[config.mk]
export PLATFORM = sky130hd
export DESIGN_NAME = modular_division_ext_euclid_flat
export DESIGN_NICKNAME = d
export VERILOG_FILES = /design/src/hdl/mde_pkg.sv /design/src/hdl/mde_req_if.sv /design/src/hdl/mde_rsp_if.sv /design/src/hdl/mde_div_unit.sv /design/src/hdl/modular_division_ext_euclid.sv /design/src/flat_wrapper.sv
export SDC_FILE = /design/constraint.sdc
export NUM_CORES = 2
export LEC_CHECK = 0
export BUFFER_PORTS_ARGS = -buffer_cell sky130_fd_sc_hd__buf_2
export CORE_ASPECT_RATIO = 1.25
export CORE_MARGIN = 8
export CORE_UTILIZATION = 54
export CTS_BUF_LIST = sky130_fd_sc_hd__clkbuf_4 sky130_fd_sc_hd__clkbuf_8
export CTS_CLUSTER_SIZE = 28
export DETAILED_ROUTE_END_ITERATION = 12
export PLACE_DENSITY = 0.71
export SYNTH_ARGS = -nofsm -noshare
export SYNTH_HDL_FRONTEND = slang
export SYNTH_HIERARCHICAL = 1
export SYNTH_SLANG_ARGS = --single-unit
[constraint.sdc]
create_clock -name clock -period 22.7 [get_ports clock]
set_input_delay 1.135 -clock clock [delete_from_list [all_inputs] [get_ports clock]]
set_output_delay 1.135 -clock clock [all_outputs]
set_load 0.05 [all_outputs]
[src/hdl/mde_pkg.sv]
// Shared types and constants for the modular division block.
// Holds the sequencer state encoding, divider command/status structs and CSR layout.
// No dependencies.
package mde_pkg;

   localparam int unsigned INPUT_WIDTH    = 63;
   localparam int unsigned QUOTIENT_WIDTH = 32;
   localparam int unsigned DIV_WIDTH      = 64;
   localparam int unsigned STEP_WIDTH     = 7;
   localparam int unsigned CSR_ADDR_WIDTH = 3;
   localparam int unsigned CSR_DATA_WIDTH = 32;

   localparam logic [31:0] MODULUS_RESET = 32'd1000000007;
   localparam logic        REG_MODULUS   = 1'b0;

   typedef enum logic [8:0] {
      S_IDLE    = 9'b000000001,
      S_RED_A   = 9'b000000010,
      S_RED_B   = 9'b000000100,
      S_EUC_CHK = 9'b000001000,
      S_EUC_DIV = 9'b000010000,
      S_MUL     = 9'b000100000,
      S_PSTART  = 9'b001000000,
      S_RED_P   = 9'b010000000,
      S_OUT     = 9'b100000000
   } state_type;

   typedef struct packed {
      logic                  start;
      logic [STEP_WIDTH-1:0] steps;
   } div_cmd_type;

   typedef struct packed {
      logic busy;
      logic done;
   } div_sts_type;

endpackage

[src/hdl/mde_req_if.sv]
// Request channel of the modular division block: dividend and divisor.
// Depends on mde_pkg for field widths.
interface mde_req_if;
   logic                               valid;
   logic                               ready;
   logic [mde_pkg::INPUT_WIDTH-1:0]    dividend;
   logic [mde_pkg::INPUT_WIDTH-1:0]    divisor;

   modport source (output valid, output dividend, output divisor, input ready);
   modport sink   (input valid, input dividend, input divisor, output ready);
endinterface

[src/hdl/mde_rsp_if.sv]
// Response channel of the modular division block: quotient and no-inverse flag.
// Depends on mde_pkg for field widths.
interface mde_rsp_if;
   logic                                valid;
   logic                                ready;
   logic [mde_pkg::QUOTIENT_WIDTH-1:0]  quotient;
   logic                                no_inverse;

   modport source (output valid, output quotient, output no_inverse, input ready);
   modport sink   (input valid, input quotient, input no_inverse, output ready);
endinterface

[src/hdl/mde_div_unit.sv]
// Shared restoring divider: one quotient bit per cycle over a left-aligned dividend.
// Also accumulates quotient times a multiplicand for the Bezout update.
// Depends on mde_pkg.
module mde_div_unit #(
   parameter int unsigned MODULUS_WIDTH = 32
) (
   input  logic                               clock,
   input  logic                               reset,
   input  mde_pkg::div_cmd_type               cmd,
   input  logic [mde_pkg::DIV_WIDTH-1:0]      dividend,
   input  logic [MODULUS_WIDTH-1:0]           divisor,
   input  logic [MODULUS_WIDTH-1:0]           mult,
   output mde_pkg::div_sts_type               sts,
   output logic [MODULUS_WIDTH-1:0]           remainder,
   output logic [MODULUS_WIDTH-1:0]           acc
);

   localparam int unsigned W  = MODULUS_WIDTH;
   localparam int unsigned DW = mde_pkg::DIV_WIDTH;
   localparam int unsigned SW = mde_pkg::STEP_WIDTH;

   logic [DW-1:0] dvd_ff, dvd_in;
   logic [W-1:0]  rem_ff, rem_in;
   logic [W-1:0]  acc_ff, acc_in;
   logic [W-1:0]  div_ff, div_in;
   logic [W-1:0]  mult_ff, mult_in;
   logic [SW-1:0] cnt_ff, cnt_in;
   logic          busy_ff, busy_in;
   logic          done_ff, done_in;

   logic [W:0]    rem_sh;
   logic [W:0]    rem_sub;
   logic          ge;

   assign rem_sh  = {rem_ff, dvd_ff[DW-1]};
   assign ge      = rem_sh >= {1'b0, div_ff};
   assign rem_sub = rem_sh - {1'b0, div_ff};

   always_comb begin
      dvd_in  = dvd_ff;
      rem_in  = rem_ff;
      acc_in  = acc_ff;
      div_in  = div_ff;
      mult_in = mult_ff;
      cnt_in  = cnt_ff;
      busy_in = busy_ff;
      done_in = 1'b0;
      if (cmd.start) begin
         dvd_in  = dividend;
         rem_in  = '0;
         acc_in  = '0;
         div_in  = divisor;
         mult_in = mult;
         cnt_in  = cmd.steps;
         busy_in = 1'b1;
      end else if (busy_ff) begin
         dvd_in = dvd_ff << 1;
         rem_in = ge ? rem_sub[W-1:0] : rem_sh[W-1:0];
         acc_in = (acc_ff << 1) + (ge ? mult_ff : '0);
         cnt_in = cnt_ff - SW'(1);
         if (cnt_ff == SW'(1)) begin
            busy_in = 1'b0;
            done_in = 1'b1;
         end
      end
   end

   always_ff @(posedge clock) begin
      dvd_ff  <= dvd_in;
      rem_ff  <= rem_in;
      acc_ff  <= acc_in;
      div_ff  <= div_in;
      mult_ff <= mult_in;
      if (reset) begin
         cnt_ff  <= '0;
         busy_ff <= 1'b0;
         done_ff <= 1'b0;
      end else begin
         cnt_ff  <= cnt_in;
         busy_ff <= busy_in;
         done_ff <= done_in;
      end
   end

   assign sts.busy  = busy_ff;
   assign sts.done  = done_ff;
   assign remainder = rem_ff;
   assign acc       = acc_ff;

endmodule

[src/hdl/modular_division_ext_euclid.sv]
// Top level of the modular division block: sequencer, modulus register and APB port.
// Depends on mde_pkg, mde_req_if, mde_rsp_if and mde_div_unit.
//
// Computes dividend / divisor modulo the configured modulus (register 0 at byte
// address 0, reset value 1000000007), raising no_inverse with a quotient of 0 when the
// divisor shares a factor with the modulus or the modulus is 0. One request is
// worked at a time; a new request is taken only after the previous response leaves.
// Reductions and Euclid divisions run through one restoring divider that yields one
// bit per cycle: it reduces the dividend and the divisor, divides in every extended
// Euclid round and reduces the final product, which a multiplier forms from the
// reduced dividend and the inverse. A zero modulus answers without the divider.
module modular_division_ext_euclid #(
   parameter int unsigned MODULUS_WIDTH = 32
) (
   input  logic                                  clock,
   input  logic                                  reset,
   mde_req_if.sink                               req_ch,
   mde_rsp_if.source                             rsp_ch,
   input  logic                                  psel,
   input  logic                                  penable,
   input  logic                                  pwrite,
   input  logic [mde_pkg::CSR_ADDR_WIDTH-1:0]    paddr,
   input  logic [mde_pkg::CSR_DATA_WIDTH-1:0]    pwdata,
   output logic [mde_pkg::CSR_DATA_WIDTH-1:0]    prdata,
   output logic                                  pready
);

   localparam int unsigned W  = MODULUS_WIDTH;
   localparam int unsigned PW = 2 * MODULUS_WIDTH;
   localparam int unsigned DW = mde_pkg::DIV_WIDTH;
   localparam int unsigned SW = mde_pkg::STEP_WIDTH;
   localparam int unsigned IW = mde_pkg::INPUT_WIDTH;
   localparam int unsigned QW = mde_pkg::QUOTIENT_WIDTH;
   localparam int unsigned CW = mde_pkg::CSR_DATA_WIDTH;

   localparam logic [SW-1:0] STEPS_INPUT = SW'(DW);
   localparam logic [SW-1:0] STEPS_EUC   = SW'(W);
   localparam logic [SW-1:0] STEPS_PROD  = SW'(PW);
   localparam logic [W-1:0]  MOD_RESET   = W'(mde_pkg::MODULUS_RESET);
   localparam logic [W-1:0]  ONE         = W'(1);

   mde_pkg::state_type   state_ff, state_in;
   logic [W-1:0]         mod_ff, mod_in;
   logic [IW-1:0]        b_ff, b_in;
   logic [W-1:0]         a_red_ff, a_red_in;
   logic [W-1:0]         r_prev_ff, r_prev_in;
   logic [W-1:0]         r_cur_ff, r_cur_in;
   logic [W-1:0]         u_prev_ff, u_prev_in;
   logic [W-1:0]         u_cur_ff, u_cur_in;
   logic                 neg_cur_ff, neg_cur_in;
   logic [W-1:0]         inv_ff, inv_in;
   logic [PW-1:0]        prod_ff, prod_in;
   logic [W-1:0]         quot_ff, quot_in;
   logic                 flag_ff, flag_in;

   mde_pkg::div_cmd_type div_cmd;
   mde_pkg::div_sts_type div_sts;
   logic [DW-1:0]        div_dividend;
   logic [W-1:0]         div_divisor;
   logic [W-1:0]         div_rem;
   logic [W-1:0]         div_acc;

   logic                 req_fire;
   logic                 csr_write;

   assign req_fire  = req_ch.valid && req_ch.ready;
   assign csr_write = psel && penable && pwrite && pready;

   mde_div_unit #(
      .MODULUS_WIDTH (MODULUS_WIDTH)
   ) u_div (
      .clock     (clock),
      .reset     (reset),
      .cmd       (div_cmd),
      .dividend  (div_dividend),
      .divisor   (div_divisor),
      .mult      (u_cur_ff),
      .sts       (div_sts),
      .remainder (div_rem),
      .acc       (div_acc)
   );

   always_comb begin
      state_in     = state_ff;
      mod_in       = mod_ff;
      b_in         = b_ff;
      a_red_in     = a_red_ff;
      r_prev_in    = r_prev_ff;
      r_cur_in     = r_cur_ff;
      u_prev_in    = u_prev_ff;
      u_cur_in     = u_cur_ff;
      neg_cur_in   = neg_cur_ff;
      inv_in       = inv_ff;
      prod_in      = prod_ff;
      quot_in      = quot_ff;
      flag_in      = flag_ff;
      div_cmd      = '0;
      div_dividend = '0;
      div_divisor  = mod_ff;

      if (csr_write && paddr[2] == mde_pkg::REG_MODULUS) begin
         mod_in = pwdata[W-1:0];
      end

      unique case (state_ff)
         mde_pkg::S_IDLE: begin
            div_dividend = DW'(req_ch.dividend);
            if (req_fire) begin
               b_in = req_ch.divisor;
               if (mod_ff == '0) begin
                  quot_in  = '0;
                  flag_in  = 1'b1;
                  state_in = mde_pkg::S_OUT;
               end else begin
                  div_cmd.start = 1'b1;
                  div_cmd.steps = STEPS_INPUT;
                  state_in      = mde_pkg::S_RED_A;
               end
            end
         end
         mde_pkg::S_RED_A: begin
            div_dividend = DW'(b_ff);
            if (div_sts.done) begin
               a_red_in      = div_rem;
               div_cmd.start = 1'b1;
               div_cmd.steps = STEPS_INPUT;
               state_in      = mde_pkg::S_RED_B;
            end
         end
         mde_pkg::S_RED_B: begin
            if (div_sts.done) begin
               r_prev_in  = mod_ff;
               r_cur_in   = div_rem;
               u_prev_in  = '0;
               u_cur_in   = (mod_ff == ONE) ? '0 : ONE;
               neg_cur_in = 1'b0;
               state_in   = mde_pkg::S_EUC_CHK;
            end
         end
         mde_pkg::S_EUC_CHK: begin
            div_dividend = DW'(r_prev_ff) << (DW - W);
            div_divisor  = r_cur_ff;
            if (r_cur_ff != '0) begin
               div_cmd.start = 1'b1;
               div_cmd.steps = STEPS_EUC;
               state_in      = mde_pkg::S_EUC_DIV;
            end else if (r_prev_ff != ONE) begin
               quot_in  = '0;
               flag_in  = 1'b1;
               state_in = mde_pkg::S_OUT;
            end else begin
               inv_in   = (!neg_cur_ff && u_prev_ff != '0) ? mod_ff - u_prev_ff : u_prev_ff;
               state_in = mde_pkg::S_MUL;
            end
         end
         mde_pkg::S_EUC_DIV: begin
            if (div_sts.done) begin
               r_prev_in  = r_cur_ff;
               r_cur_in   = div_rem;
               u_prev_in  = u_cur_ff;
               u_cur_in   = u_prev_ff + div_acc;
               neg_cur_in = !neg_cur_ff;
               state_in   = mde_pkg::S_EUC_CHK;
            end
         end
         mde_pkg::S_MUL: begin
            prod_in  = PW'(a_red_ff) * PW'(inv_ff);
            state_in = mde_pkg::S_PSTART;
         end
         mde_pkg::S_PSTART: begin
            div_dividend  = DW'(prod_ff) << (DW - PW);
            div_cmd.start = 1'b1;
            div_cmd.steps = STEPS_PROD;
            state_in      = mde_pkg::S_RED_P;
         end
         mde_pkg::S_RED_P: begin
            if (div_sts.done) begin
               quot_in  = div_rem;
               flag_in  = 1'b0;
               state_in = mde_pkg::S_OUT;
            end
         end
         mde_pkg::S_OUT: begin
            if (rsp_ch.ready) begin
               state_in = mde_pkg::S_IDLE;
            end
         end
         default: begin
            state_in = mde_pkg::S_IDLE;
         end
      endcase
   end

   always_ff @(posedge clock) begin
      b_ff       <= b_in;
      a_red_ff   <= a_red_in;
      r_prev_ff  <= r_prev_in;
      r_cur_ff   <= r_cur_in;
      u_prev_ff  <= u_prev_in;
      u_cur_ff   <= u_cur_in;
      neg_cur_ff <= neg_cur_in;
      inv_ff     <= inv_in;
      prod_ff    <= prod_in;
      quot_ff    <= quot_in;
      flag_ff    <= flag_in;
      if (reset) begin
         state_ff <= mde_pkg::S_IDLE;
         mod_ff   <= MOD_RESET;
      end else begin
         state_ff <= state_in;
         mod_ff   <= mod_in;
      end
   end

   assign req_ch.ready      = (state_ff == mde_pkg::S_IDLE);
   assign rsp_ch.valid      = (state_ff == mde_pkg::S_OUT);
   assign rsp_ch.quotient   = QW'(quot_ff);
   assign rsp_ch.no_inverse = flag_ff;

   assign pready = 1'b1;
   assign prdata = (paddr[2] == mde_pkg::REG_MODULUS) ? CW'(mod_ff) : '0;

`ifndef NO_ASSERTIONS
   a_flag_zero: assert property (@(posedge clock) disable iff (reset)
      rsp_ch.valid && rsp_ch.no_inverse |-> rsp_ch.quotient == '0)
      else $error("flagged response carries a nonzero quotient");

   a_busy_after_req: assert property (@(posedge clock) disable iff (reset)
      req_fire |=> !req_ch.ready)
      else $error("request accepted while a request is in progress");

   a_div_idle: assert property (@(posedge clock) disable iff (reset)
      req_ch.ready || rsp_ch.valid |-> !div_sts.busy && !div_sts.done)
      else $error("divider active outside of a request");

   a_rsp_hold: assert property (@(posedge clock) disable iff (reset)
      rsp_ch.valid && !rsp_ch.ready |=> rsp_ch.valid && $stable(rsp_ch.quotient))
      else $error("response dropped or changed while stalled");
`endif

endmodule

[src/flat_wrapper.sv]
// flat-port wrapper written by rule: the top's interface ports become plain ports
module modular_division_ext_euclid_flat 
#(
   parameter int unsigned MODULUS_WIDTH = 32
)
  (clock, reset, psel, penable, pwrite, paddr, pwdata, prdata, pready, req_ch_valid, req_ch_dividend, req_ch_divisor, req_ch_ready, rsp_ch_valid, rsp_ch_quotient, rsp_ch_no_inverse, rsp_ch_ready);
  mde_req_if req_ch_i ();
  mde_rsp_if rsp_ch_i ();
  input  logic clock;
  input  logic reset;
  input  logic psel;
  input  logic penable;
  input  logic pwrite;
  input  logic [mde_pkg::CSR_ADDR_WIDTH-1:0] paddr;
  input  logic [mde_pkg::CSR_DATA_WIDTH-1:0] pwdata;
  output logic [mde_pkg::CSR_DATA_WIDTH-1:0] prdata;
  output logic pready;
  input wire logic [$bits(req_ch_i.valid)-1:0] req_ch_valid;
  input wire logic [$bits(req_ch_i.dividend)-1:0] req_ch_dividend;
  input wire logic [$bits(req_ch_i.divisor)-1:0] req_ch_divisor;
  output wire logic [$bits(req_ch_i.ready)-1:0] req_ch_ready;
  output wire logic [$bits(rsp_ch_i.valid)-1:0] rsp_ch_valid;
  output wire logic [$bits(rsp_ch_i.quotient)-1:0] rsp_ch_quotient;
  output wire logic [$bits(rsp_ch_i.no_inverse)-1:0] rsp_ch_no_inverse;
  input wire logic [$bits(rsp_ch_i.ready)-1:0] rsp_ch_ready;
  assign req_ch_i.valid = req_ch_valid;
  assign req_ch_i.dividend = req_ch_dividend;
  assign req_ch_i.divisor = req_ch_divisor;
  assign req_ch_ready = req_ch_i.ready;
  assign rsp_ch_valid = rsp_ch_i.valid;
  assign rsp_ch_quotient = rsp_ch_i.quotient;
  assign rsp_ch_no_inverse = rsp_ch_i.no_inverse;
  assign rsp_ch_i.ready = rsp_ch_ready;
  modular_division_ext_euclid #(.MODULUS_WIDTH(MODULUS_WIDTH)) u_core (.clock(clock), .reset(reset), .req_ch(req_ch_i), .rsp_ch(rsp_ch_i), .psel(psel), .penable(penable), .pwrite(pwrite), .paddr(paddr), .pwdata(pwdata), .prdata(prdata), .pready(pready));
endmodule
==> results.md <==
* Run status: completed
* Die area at 128000 µm²
* Placed Area at 65800 µm²
* Clk_skew at 0.0631 ns
* Clock power frac at 21.6%
* Hold Crit Depth at 0
* Core box area at 116000 µm²
* Combinational share of power at 41.7%
* WP buf/inv at 4
* Critical Path Sink Type: register
* Commonest cells after routing, fill and taps aside: 1001 x inv_1, 900 x fa_1, 836 x nand2_1, 658 x and2_1, 481 x edfxtp_1
* CP Cell Sequence: buf_4, nand2_1, fa_1, inv_1, fa_1, inv_1, fa_1, inv_1, fa_1, fa_1, fa_1, fa_1, fa_1, ha_1, a21oi_1, o21ai_0, a21oi_1, o211ai_1, o21ai_1, o221ai_1, o41a_1, a221o_1, a21oi_1, xnor2_1
* Final wirelength at 173 mm
* Switching part of the total at 39.3%
* CTS Root Buffer Type: clkbuf_8
* Cells after Synth at 6367
* PD cells at 64.9 nW/µm²
* Vias in the first global route at 49200
* Setup tns final at 0 ns
* Worst skew pair latency at 0.77 ns
* Wirelength per Cell at 21.4 µm
* Post-cts resize count at 0
* Gr ovfl total at 0
* Final max-slew violation count at 0
* Worst EP required at 23.19 ns
* Initial core utilization at 54.3%
* # hold bufs at CTS at 0
* First-pass GRT wire length at 273 mm
* Average cell area after synthesis at 9.92 µm²
* Crit path top cell by count: fa_1
* Boundary Pins at 236
* Max cap viols at 0
* Critical path class: register to register
* Yosys warning count at 6
* Worst min-delay path category: register to register
* Placer Congestion at 0.938
* Antenna violations before repair at 2
* Crit-path max FO at 32
* Mapped Area at 63100 µm²
* Share of layout cells above drive strength 1 at 9.91%
* Delay-heaviest family, CP: adder cells
* Critical path data arrival time at 8.79 ns
* Nets@finish at 7915
* Switching power at 1730 µW
* Clock Sink Count at 595
* Final hold vios at 0
* Seq pwr share at 36.7%
* Pint at 2670 µW
* Post-route ant nets at 0
* Final min period at 8.30 ns
* Worst path max stage delay at 0.60 ns
* R2R cell count at 24
* Clock Tree Buf Depth at 3
* Post-CTS setup repair buffer count at 0
* Die Wd at 322 µm
* Vias per std cell at 5.72
* Initial drt markers at 3747
* CTS buffer count at 91
* Slowest CP cell: fa_1
* Fin worst setup slack at 14.40 ns
* Slew @ Worst Pin at 1.06 ns
* Worst path depth at 24
* CTS tree: yes
* 1st-pass router iterations at 8
* Global Route Usage Sum at 27.3%
* Row cnt at 140
* Die Ht at 398 µm
* RSZ-0062 raised after global routing: false
* Tcrit/Tclk final at 36.5%
* Final setup vio count at 0
* Clk slew on worst S/H paths at 0.07 ns
* Area Overhead vs Synth at 7.31%
* I/O Buffers at 232
* Worst setup SP type: register
* Largest net degree at the start of global routing at 70
* Dpl hpwl at 132 mm
* Peak supply drop at 0.111 mV
* Rel. slew slack at 29.5%
* CTS H-tree lvls at 3
* Leading cell type in the layout, fill and taps excluded: inv_1
* Fmax at 121 MHz
* Final core utilization at 58.3%
* Dpl ws at 14.48 ns
* DRC at 0
* Fin area at 67800 µm²
* DR vias at 46300
* Leakage at 0.0315 µW
* Fill cells at 10100
metal layers:
layer	part of all wire, %	vias to the layer above	global-route usage (%)
li1	-	20600	-
met1	37	23300	32.4
met2	50	1890	47.7
met3	6.3	561	3.47
met4	6.4	0	15.6
met5	0	-	0
final cells by class:
cell class                      count  area (µm²)  area share [%]
Timing Repair Buffer              341        1980            2.92
Clock inverter                     61         503           0.742
Tap cell                         1562        1950            2.88
Inverter                         1005        3770            5.57
Multi-Input combinational cell   4424       41400            61.1
Clock buffer                      111        1440            2.13
Sequential cell                   595       16700            24.7
Antenna cell                        2        5.00         0.00739
stage by stage:
stage | cells | total power [µW] | hold slack, ns
5_1_grt | 8100 | 4640 | 0.453
3_5_place_dp | 7927 | 3430 | 0.425
4_1_cts | 8099 | 4400 | 0.431
3_3_place_gp | 7927 | 3410 | 0.420
6_report | 8101 | 4400 | 0.427
2_1_floorplan | 6371 | 2960 | 0.417
sequential cells by signal (all words and copies together), names as in the netlist, 32 cells and up:
| name | cells |
|---|---|
| u_core/u_prev_ff | 32 |
| u_core/prod_ff | 64 |
| u_core/u_div/mult_ff | 32 |
| u_core/u_div/acc | 32 |
| u_core/r_cur_ff | 32 |
| u_core/u_cur_ff | 32 |
| u_core/b_ff | 63 |
| u_core/u_div/remainder | 32 |
| u_core/u_div/div_ff | 32 |
| u_core/rsp_ch.quotient | 32 |
| u_core/inv_ff | 32 |
| u_core/u_div/dvd_ff | 64 |
| u_core/mod_ff | 32 |
| u_core/r_prev_ff | 32 |
| u_core/a_red_ff | 32 |
path summary, 6_finish.rpt:
check	slack, ns	from	to
setup / recovery	14.40	u_core/a_red_ff[7]	u_core/prod_ff[63]
hold / removal	0.43	u_core/u_cur_ff[17]	u_core/u_div/mult_ff[17]
setup reg to reg	14.40	u_core/a_red_ff[7]	u_core/prod_ff[63]
hold reg to reg	0.43	u_core/u_cur_ff[17]	u_core/u_div/mult_ff[17]
power groups by stage:
| stage | registers (µW) | logic [µW] | clock network (µW) |
|---|---|---|---|
| after CTS | 1610 | 1820 | 970 |
| final | 1610 | 1830 | 949 |
| after global routing | 1630 | 1990 | 1010 |
| after global placement | 1630 | 1780 | 0 |
| after floorplan | 1650 | 1310 | 0 |
| after detailed placement | 1630 | 1800 | 0 |
Power figures use the tool's default switching activity.
